$ cat config.mk
export PLATFORM = sky130hd
export DESIGN_NAME = histogram_mode_antimode_unit
export DESIGN_NICKNAME = d
export VERILOG_FILES = /design/src/rtl/hmam_pkg.sv /design/src/rtl/hmam_bin_mem.sv /design/src/rtl/hmam_scan.sv /design/src/rtl/histogram_mode_antimode_unit.sv
export SDC_FILE = /design/constraint.sdc
export NUM_CORES = 1
export LEC_CHECK = 0
export ABC_CLOCK_PERIOD_IN_PS = 2600
export BUFFER_PORTS_ARGS = -buffer_cell sky130_fd_sc_hd__buf_2
export CAP_MARGIN = 15
export CORE_UTILIZATION = 50
export CTS_CLUSTER_SIZE = 28
export DETAILED_ROUTE_END_ITERATION = 10
export GPL_ROUTABILITY_DRIVEN = 0
export GPL_TIMING_DRIVEN = 0
export PLACE_DENSITY = 0.73
export SLEW_MARGIN = 20
export SYNTH_ARGS = -nofsm -noshare
export SYNTH_HDL_FRONTEND = slang
export SYNTH_SLANG_ARGS = --single-unit
export TNS_END_PERCENT = 1
$ cat constraint.sdc
create_clock -name clk -period 2.6 [get_ports clk]
set_input_delay 0.26 -clock clk [delete_from_list [all_inputs] [get_ports clk]]
set_output_delay 0.26 -clock clk [all_outputs]
set_load 0.02 [all_outputs]
$ cat src/rtl/hmam_pkg.sv
// shared types and constants for the histogram mode / anti-mode unit
// no dependencies
package hmam_pkg;

	// fixed field widths of the result ports
	localparam int VALUE_W = 4;
	localparam int COUNT_W = 10;

	// per-cycle control from the sequencer to the scan unit
	typedef struct packed {
		logic init;   // start a new scan, forget previous extremes
		logic step;   // one bin count is presented this cycle
	} scan_ctl_t;

endpackage

$ cat src/rtl/hmam_bin_mem.sv
// bin count memory: one write port, one registered read port
// depends on nothing
module hmam_bin_mem #(
	parameter int DEPTH = 16,
	parameter int AW    = 4,
	parameter int DW    = 10
) (
	input  logic          clk,
	input  logic          we,
	input  logic [AW-1:0] waddr,
	input  logic [DW-1:0] wdata,
	input  logic [AW-1:0] raddr,
	output logic [DW-1:0] rdata
);

	logic [DW-1:0] mem [DEPTH];

	always_ff @(posedge clk) begin
		if (we) begin
			mem[waddr] <= wdata;
		end
	end

	always_ff @(posedge clk) begin
		rdata <= mem[raddr];
	end

endmodule

$ cat src/rtl/hmam_scan.sv
// scan unit: running maximum and minimum over non-empty bins
// depends on hmam_pkg
module hmam_scan import hmam_pkg::*; #(
	parameter int AW = 4,
	parameter int CW = 10
) (
	input  logic          clk,
	input  logic          arst_n,
	input  scan_ctl_t     ctl,
	input  logic [AW-1:0] idx,
	input  logic [CW-1:0] cnt,
	output logic [AW-1:0] hi_val,
	output logic [CW-1:0] hi_cnt,
	output logic [AW-1:0] lo_val,
	output logic [CW-1:0] lo_cnt,
	output logic          found
);

	logic [AW-1:0] hi_val_q, lo_val_q;
	logic [CW-1:0] hi_cnt_q, lo_cnt_q;
	logic          found_q;
	logic          take_hi, take_lo;

	// strict compares keep the lowest index on ties
	assign take_hi = !found_q || (cnt > hi_cnt_q);
	assign take_lo = !found_q || (cnt < lo_cnt_q);

	always_ff @(posedge clk or negedge arst_n) begin
		if (!arst_n) begin
			found_q <= 1'b0;
		end else if (ctl.init) begin
			found_q <= 1'b0;
		end else if (ctl.step && (cnt != '0)) begin
			found_q <= 1'b1;
		end
	end

	always_ff @(posedge clk) begin
		if (ctl.init) begin
			hi_val_q <= '0;
			hi_cnt_q <= '0;
			lo_val_q <= '0;
			lo_cnt_q <= '0;
		end else if (ctl.step && (cnt != '0)) begin
			if (take_hi) begin
				hi_val_q <= idx;
				hi_cnt_q <= cnt;
			end
			if (take_lo) begin
				lo_val_q <= idx;
				lo_cnt_q <= cnt;
			end
		end
	end

	assign hi_val = hi_val_q;
	assign hi_cnt = hi_cnt_q;
	assign lo_val = lo_val_q;
	assign lo_cnt = lo_cnt_q;
	assign found  = found_q;

endmodule

$ cat src/rtl/histogram_mode_antimode_unit.sv
// top level: histogram mode / anti-mode unit with its sequencer
// depends on hmam_pkg, hmam_bin_mem, hmam_scan
//
//   channel | ports                                     | transfer
//   --------+-------------------------------------------+------------------------
//   input   | value, last                               | start high, busy low
//   result  | most_value, most_count, least_value,      | done high, one cycle,
//           | least_count, any_present                  | cannot be held off
//
// an item without last is accepted, then its bin gets a read-modify-write
//   through the registered read port of the bin memory
// an item with last goes through the accept, the update, a scan pass
//   (one bin read per cycle, compared in the next cycle) and the result state
// reset: a clearing pass writes zero to every bin, busy high
// the scan zeroes each bin right after comparing it, so the next list starts
// from an empty histogram; the receiver cannot stall, done lasts one cycle
module histogram_mode_antimode_unit import hmam_pkg::*; #(
	parameter int NUM_BINS  = 16,
	parameter int COUNT_MAX = 1023
) (
	input  logic               clk,
	input  logic               arst_n,
	input  logic               start,
	output logic               busy,
	input  logic [VALUE_W-1:0] value,
	input  logic               last,
	output logic               done,
	output logic [VALUE_W-1:0] most_value,
	output logic [COUNT_W-1:0] most_count,
	output logic [VALUE_W-1:0] least_value,
	output logic [COUNT_W-1:0] least_count,
	output logic               any_present
);

	localparam int AW = $clog2(NUM_BINS);
	localparam int CW = $clog2(COUNT_MAX + 1);

	typedef enum logic [2:0] {
		ST_CLEAR,
		ST_IDLE,
		ST_UPDATE,
		ST_SCAN,
		ST_DONE
	} state_t;

	state_t        state_q;
	logic [AW:0]   idx_q;        // clear / scan address counter, reaches NUM_BINS
	logic [AW-1:0] addr_q;       // bin of the accepted item
	logic          in_range_q;   // accepted value selects a real bin
	logic          last_q;
	logic          pend_s1;      // read data of paddr_s1 arrives this cycle
	logic [AW-1:0] paddr_s1;

	logic          accept;
	logic          in_range;
	logic          scan_more;
	logic          scan_end;

	// memory ports
	logic          mem_we;
	logic [AW-1:0] mem_waddr;
	logic [CW-1:0] mem_wdata;
	logic [AW-1:0] mem_raddr;
	logic [CW-1:0] mem_rdata;
	logic [CW-1:0] inc_cnt;

	// scan unit
	scan_ctl_t     scan_ctl;
	logic [AW-1:0] hi_val, lo_val;
	logic [CW-1:0] hi_cnt, lo_cnt;
	logic          found;

	assign accept   = start && (state_q == ST_IDLE);
	// values beyond the last bin are dropped, last still counts
	assign in_range = (32'(value) < NUM_BINS);

	assign scan_more = (idx_q < (AW+1)'(NUM_BINS));
	assign scan_end  = pend_s1 && (paddr_s1 == AW'(NUM_BINS - 1));

	// saturating increment of the bin that was just read
	assign inc_cnt = (mem_rdata == CW'(COUNT_MAX)) ? mem_rdata : mem_rdata + 1'b1;

	// read address: the incoming value while idle, the scan address otherwise
	assign mem_raddr = (state_q == ST_IDLE) ? AW'(value) : idx_q[AW-1:0];

	always_comb begin
		mem_we    = 1'b0;
		mem_waddr = idx_q[AW-1:0];
		mem_wdata = '0;
		unique case (state_q)
			ST_CLEAR: begin
				mem_we = 1'b1;
			end
			ST_UPDATE: begin
				mem_we    = in_range_q;
				mem_waddr = addr_q;
				mem_wdata = inc_cnt;
			end
			ST_SCAN: begin
				// zero each bin once its count has been compared
				mem_we    = pend_s1;
				mem_waddr = paddr_s1;
			end
			default: begin
				mem_we = 1'b0;
			end
		endcase
	end

	// scan control: clear the extremes when the last item's update is done
	assign scan_ctl.init = (state_q == ST_UPDATE) && last_q;
	assign scan_ctl.step = (state_q == ST_SCAN) && pend_s1;

	always_ff @(posedge clk or negedge arst_n) begin
		if (!arst_n) begin
			state_q <= ST_CLEAR;
			idx_q   <= '0;
			pend_s1 <= 1'b0;
		end else begin
			unique case (state_q)
				ST_CLEAR: begin
					idx_q <= idx_q + 1'b1;
					if (idx_q == (AW+1)'(NUM_BINS - 1)) begin
						state_q <= ST_IDLE;
					end
				end
				ST_IDLE: begin
					if (accept) begin
						state_q <= ST_UPDATE;
					end
				end
				ST_UPDATE: begin
					idx_q   <= '0;
					pend_s1 <= 1'b0;
					state_q <= last_q ? ST_SCAN : ST_IDLE;
				end
				ST_SCAN: begin
					pend_s1 <= scan_more;
					if (scan_more) begin
						idx_q <= idx_q + 1'b1;
					end
					if (scan_end) begin
						state_q <= ST_DONE;
					end
				end
				ST_DONE: begin
					pend_s1 <= 1'b0;
					state_q <= ST_IDLE;
				end
				default: begin
					state_q <= ST_IDLE;
				end
			endcase
		end
	end

	// item payload and scan pipeline address
	always_ff @(posedge clk) begin
		if (accept) begin
			addr_q     <= AW'(value);
			in_range_q <= in_range;
			last_q     <= last;
		end
		paddr_s1 <= idx_q[AW-1:0];
	end

	hmam_bin_mem #(
		.DEPTH (NUM_BINS),
		.AW    (AW),
		.DW    (CW)
	) u_mem (
		.clk   (clk),
		.we    (mem_we),
		.waddr (mem_waddr),
		.wdata (mem_wdata),
		.raddr (mem_raddr),
		.rdata (mem_rdata)
	);

	hmam_scan #(
		.AW (AW),
		.CW (CW)
	) u_scan (
		.clk    (clk),
		.arst_n (arst_n),
		.ctl    (scan_ctl),
		.idx    (paddr_s1),
		.cnt    (mem_rdata),
		.hi_val (hi_val),
		.hi_cnt (hi_cnt),
		.lo_val (lo_val),
		.lo_cnt (lo_cnt),
		.found  (found)
	);

	assign busy = (state_q != ST_IDLE);
	assign done = (state_q == ST_DONE);

	// extremes stay at zero when every bin was empty
	assign most_value  = VALUE_W'(hi_val);
	assign most_count  = COUNT_W'(hi_cnt);
	assign least_value = VALUE_W'(lo_val);
	assign least_count = COUNT_W'(lo_cnt);
	assign any_present = found;

endmodule

After elaboration in Yosys (flattened, before gate mapping)
Memory sizes are Yosys's and may differ from the RTL's. A register that Yosys moved wholly into a read port is not among the register bits. Index checks and enable logic that the tools add are counted.

Flip-flop bits (word level): 47. RAM bits: 160. Bits of input ports: 8. Memories kept: 1.

Memories: u_mem.mem (words 16, width 10, read ports 1, clocked after Yosys merged registers in 1, wr ports 1, RTL line hmam_bin_mem.sv:16) `logic [DW-1:0] mem [DEPTH];`.

$add $sub $neg: 2. $lt $le $gt $ge: 3. Equality and inequality tests: 12. Muxes and demuxes: 17. Reductions and logical operators: 19.

Operator list (count): 10-bit two-way mux (2); 5-bit one-hot mux with 3 select lines (1); 3-bit one-hot mux with 4 select lines (1); 10-bit by 1-bit adder with 10-bit output, second input constant (1); 10-bit == test, second input constant (1); 10-bit > comparator (1); 10-bit less-than comparator (1); 10-bit nonzero test (1); 3-bit two-way mux (3); 2-bit inequality test, second input constant (4); 4-bit one-hot mux with 2 select lines (1); 3-bit by 2-bit == test with 1-bit output, second input constant (2); 2-bit AND reduction (3); 5-bit by 1-bit adder with 5-bit output, second input constant (1); 5-bit by 4-bit == test with 1-bit output, second input constant (1); 1-bit logical AND (5); 5-bit less-than comparator, second input constant (1); 5-bit two-way mux (1); 4-bit == test, second input constant (1); 1-bit two-way mux (4); 4-bit two-way mux (1); 1-bit one-hot mux with 2 select lines (2); 2-bit nonzero test (2); 2-bit OR reduction (2); other kinds (9) (10).

Logic depth before layout (Yosys ltp)
Word-level depth: 5. Gate-level depth with buffers: 9. Depth with buffers taken out: 7.

Hierarchy
A second synthesis with hierarchy kept.

Cell total of the unflattened synthesis: 603. Area, all modules: 9335.2 um^2.

Modules (own cells, without submodules): hmam_bin_mem (times used 1, cells an instance 279, area an instance 6353.6 um^2, sequential area each 5004.8 um^2); hmam_scan (times used 1, cells an instance 185, area an instance 1741.7 um^2, sequential area each 585.6 um^2); histogram_mode_antimode_unit (times used 1, cells an instance 139, area an instance 1239.9 um^2, sequential area each 455.4 um^2).

Worst setup path after synthesis
No wires, ideal clock.

Kind: flip-flop to flip-flop. Start point: register u_mem.rdata[0], read port of u_mem.mem. End point: memory u_mem.mem[0][3], data pin. Setup time: 0.277 ns. Arrival time: 2.063 ns. Required time: 2.323 ns. Setup slack: 0.260 ns. Stages on the path, launching flop included: 8. Buffers on the path: 1. Period minus slack after synthesis: 2.340 ns. Cells stage by stage: dfxtp_1 -> ha_1 -> nand3_1 -> or3_1 -> clkbuf_1 -> and4_1 -> xnor2_1 -> nor2_1.

Cells in the longest elaborated chain, start to end: 3. Elaborated cells between the ends (all ways): 4. Classes of those cells: add/sub: 1; eq/ne: 1; mux: 2.

Ends and longest elaborated chain: start, declared (RTL line hmam_bin_mem.sv:13) `output logic [DW-1:0] rdata`; 10-bit by 1-bit adder with 10-bit output or 10-bit == test (tied branches) (RTL line histogram_mode_antimode_unit.sv:81) `assign inc_cnt = (mem_rdata == CW'(COUNT_MAX)) ? mem_rdata : mem_rdata + 1'b1;`; 10-bit two-way mux (*) (RTL line histogram_mode_antimode_unit.sv:81); 10-bit two-way mux (*) (RTL line histogram_mode_antimode_unit.sv:90) `unique case (state_q)`; via mem_wdata[3] (RTL line histogram_mode_antimode_unit.sv:62) `logic [CW-1:0] mem_wdata;`; end, declared (RTL line hmam_bin_mem.sv:16).

Mark *: on every way through the listed nets, which the timed path passes. The rest lies on a longest branch.

Final worst setup path
Start point: register idx_q[0]. End point: memory u_mem.mem[15][7] (enable).

Cells in the longest elaborated chain, start to end: 1.

Ends and longest elaborated chain: start, declared (RTL line histogram_mode_antimode_unit.sv:47) `logic [AW:0] idx_q;`; start signal, assigned (RTL line histogram_mode_antimode_unit.sv:122) `idx_q <= idx_q + 1'b1;`; start signal, assigned (RTL line histogram_mode_antimode_unit.sv:140) `idx_q <= idx_q + 1'b1;`; 4-bit one-hot mux with 2 select lines (RTL line histogram_mode_antimode_unit.sv:90).

No other way between the ends.

==> key figures <==
Floorplan
  – Number of I/O pins: 39
  – Horizontal extent of the die: 147 µm
  – CORE AREA: 20,400 µm²
  – Height of the die: 147 µm
  – Initial core utilization: 0.514
  – Rows: 52
  – Floorplan die area: 21,500 µm²

Global route
  – Number of global-route vias before repair: 6,627
  – Pin count of the biggest net entering global routing: 17
  – First-pass GRT wire length: 37.4 mm
  – Global-route usage over all layers: 0.228
  – Overflow after GRT: 0
  – Initial antenna violation count: 0

Setup path
  – Worst reg2reg setup slack: -90 ps
  – Type of destination of the critical path: register
  – Crit path to: u_mem.mem[15][7]$_DFFE_PP_
  – Worst-path fanout max: 10
  – Sort of element at the start of the critical path: register
  – Largest stage delay, worst path: 400 ps
  – Number of cells traversed by the worst register-to-register path: 7
  – Worst Path Buf+Inv: 3
  – Startpoint of the worst register-to-register path: idx_q[0]$_DFFE_PN0P_
  – Critical Path AT: 2870 ps
  – Terminus of the critical flop-to-flop path: u_mem.mem[15][7]$_DFFE_PP_
  – Top Family by Delay on Critical Path: buffers and inverters
  – Required time of the critical path: 2780 ps
  – Cell occurring most often along the worst timing path: nand2_1
  – Critical-path cell with the highest stage delay: nor2_4
  – Stages on worst setup path: 7
  – Worst Setup SP: idx_q[0]$_DFFE_PN0P_
  – Critical path cell sequence: clkbuf_1, buf_2, clkbuf_2, nand2_1, o21ai_0, nand2_1, nor2_4
  – Category of the critical setup timing path: register to register

Route
  – Iter 0 DRT Violations: 554
  – Average routed wire per standard cell: 20.5 µm
  – Vias per cell: 5.88
  – Remaining DRCs: 0
  – Antenna viol nets, final: 0
  – Post-detailed-routing wire length: 24.5 mm
  – Vias: 7,048
  – Detailed-router iteration count before antenna repair: 5

Clock tree
  – Root buffer cell: clkbuf_16
  – Buffers from clock root to sink, at most: 3
  – Skew-Pair Late Insertion Delay: 530 ps
  – Count of H-tree levels built during CTS: 1
  – Total clock buffers created by CTS: 23
  – Clock sinks: 217
  – Clock tree from TritonCTS: done
  – Clk pin slew, worst setup/hold paths: 60 ps

Finish
  – Number of fillers in the final layout: 1,607
  – Diodes inserted: 0
  – Share of post-route cells with drive strength above 1: 0.156
  – Area delta synth->final: 14.7%
  – Nets: 944
  – Area of combinational cells with multiple inputs: 4160 µm²
  – Sequential cell area: 6060 µm²
  – Finished Layout Cells: 1,198

Placement
  – Cell total after placement: 1,151
  – HPWL reported at the end of detailed placement: 16.6 mm
  – Port buffer count: 38

Run
  – MaxCap Viol Count: 0

Power and ir drop
  – Maximum VDD drop: 0.908 mV
  – P per Cell Area: 1280 nW/µm²
  – Leakage power figure: 0.00492 µW

Logic synthesis
  – Flip-flop and latch count after synthesis: 217
  – Synth async-reset ratio: 0.0461
  – Avg Inst Size Synth: 12.5 µm²
  – Number of flops mapped to enable cells by yosys: 165
  – Area of the mapped netlist: 10,500 µm²
  – Net count after synthesis: 871
  – Primary flip-flop cell chosen by synthesis mapping: edfxtp_1
  – Count of cell types in the netlist: 54
  – Cell count after synthesis: 840
  – Synthesis warning total: 0
  – Fraction of the yosys area taken by sequential cells: 0.578

STA
  – Maximum clock rate: 371 MHz
  – RSZ-0062 raised after global routing: yes
  – Total Neg Setup Slack: -3460 ps
  – Final setup skew: 21.2 ps
  – Number of hold-slack violations in the final timing report: 0
  – Max transition margin: 0.420
  – Tightest Pin Transition: 870 ps
  – Crit share post-route: 1.04
  – Number of slew-limit violations in the final report: 0
  – Final WS setup: -94.8 ps
  – Endpoints failing setup: 69
  – Minimum period implied by the final worst setup slack: 2690 ps

Worst hold path
  – Launch point of the worst hold path: start
  – Type of the worst min-delay path: primary input to register

Outcome
  – Outcome: complete, but fails checks
  – Failing checks: setup timing
-- worst register-to-register path, stage by stage, from the launching register on --
cell	delay [ps]
dfrtp_1	360
clkbuf_1	270
buf_2	360
clkbuf_2	300
nand2_1	100
o21ai_0	150
nand2_1	380
nor2_4	410
-- cells by family (layout without fill, tap and decap cells) --
| family | Yosys count | count (layout) | synth area share |
|---|---|---|---|
| AOI/OAI and AO/OA | 140 | 140 | 0.101 |
| xor gates and xnor gates | 4 | 4 | 0.00335 |
| adders and majority gates | 23 | 23 | 0.0275 |
| buffers and inverters | 106 | 194 | 0.0433 |
| muxes | 176 | 176 | 0.170 |
| DFF | 217 | 217 | 0.578 |
| and+or+nand+nor | 174 | 174 | 0.0771 |
-- timing repair --
item | in CTS | in global routing
endpoints found under the setup margin | 253 | 237
endpoints found under the hold margin | 15 | 0
buffers inserted | 1 | 0
pin swaps | 2 | 1
gates resized for setup | 35 | 22
hold buffers | 6 | 0
-- per-stage QoR --
step           power (µW)  hold WS [ps]  worst slack [ps]   util  cell area, µm²
2_1_floorplan        9850         -35.6               260      -           10500
3_3_place_gp        11700           138              -895  0.540           11000
5_1_grt             16100          54.0              -182  0.589           12000
4_1_cts             15100          26.3             -56.7  0.586           11900
3_5_place_dp        11900           140              -496  0.543           11100
6_report            15300          38.1             -94.8  0.589           12000
-- per-layer routing --
layer	GRT usage	wire, µm	vias up
li1	-	-	3311
met1	0.309	10400	3400
met2	0.380	11700	282
met3	0.0294	1700	55
met4	0.0766	758	0
met5	0	0	-
-- placed cells by master, fill, tap and decap left out, types with 22 or more instances in the layout --
cell	instances
ha_1	22
edfxtp_1	165
clkbuf_16	23
buf_2	50
nand3_1	31
nand2_1	69
a211oi_1	42
inv_1	56
clkbuf_1	28
dfxtp_1	37
mux2i_1	171
-- final cells by class --
cell class / count / share of cell area
sequential: 217 / 0.505
buffer: 50 / 0.0208
inverter: 56 / 0.0175
tap: 270 / 0.0282
timing repair buffer: 48 / 0.0250
clock buffer: 26 / 0.0489
multi-input combinational: 517 / 0.347
clock inverter: 14 / 0.00803
-- power breakdown --
| part | internal, µW | total, µW | leakage (µW) | switching (µW) |
|---|---|---|---|---|
| clock | 1720 | 3030 | 0.000338 | 1320 |
| combinational | 2490 | 6890 | 0.00258 | 4400 |
| sequential | 4800 | 5380 | 0.00200 | 584 |
-- Yosys cell counts, drive strengths merged, types with 13 or more instances --
| cell | number | share of area |
|---|---|---|
| inv | 56 | 0.020 |
| o21ai | 13 | 0.0062 |
| nor2 | 34 | 0.012 |
| edfxtp | 165 | 0.47 |
| nand2 | 73 | 0.027 |
| a211oi | 42 | 0.030 |
| o211ai | 16 | 0.011 |
| clkbuf | 32 | 0.012 |
| mux2i | 173 | 0.17 |
| ha | 23 | 0.028 |
| buf | 18 | 0.011 |
| dfxtp | 42 | 0.080 |
| a21oi | 17 | 0.0085 |
| nand3 | 32 | 0.015 |
-- flip-flops by register name, summed over array words and instances, names as in the netlist --
name,cells
u_scan.hi_cnt,10
u_scan.lo_cnt,10
addr_q,4
u_scan.lo_val,4
u_mem.mem,160
idx_q,5
u_scan.found,1
last_q,1
u_mem.rdata,10
state_q,3
paddr_s1,4
pend_s1,1
u_scan.hi_val,4
-- how the worst min path moves through the flow --
| stage | slack [ps] | cells after the start | endpoint |
|---|---|---|---|
| after floorplan | -40 | 0 | idx_q[0]$_DFFE_PN0P_ |
| after global placement | 140 | 1 | idx_q[3]$_DFFE_PN0P_ |
| after detailed placement | 140 | 1 | idx_q[0]$_DFFE_PN0P_ |
| after CTS | 30 | 3 | state_q[1]$_DFFE_PN0P_ |
| after global routing | 50 | 3 | state_q[1]$_DFFE_PN0P_ |
| final | 40 | 3 | state_q[1]$_DFFE_PN0P_ |
Power figures use the tool's default switching activity.
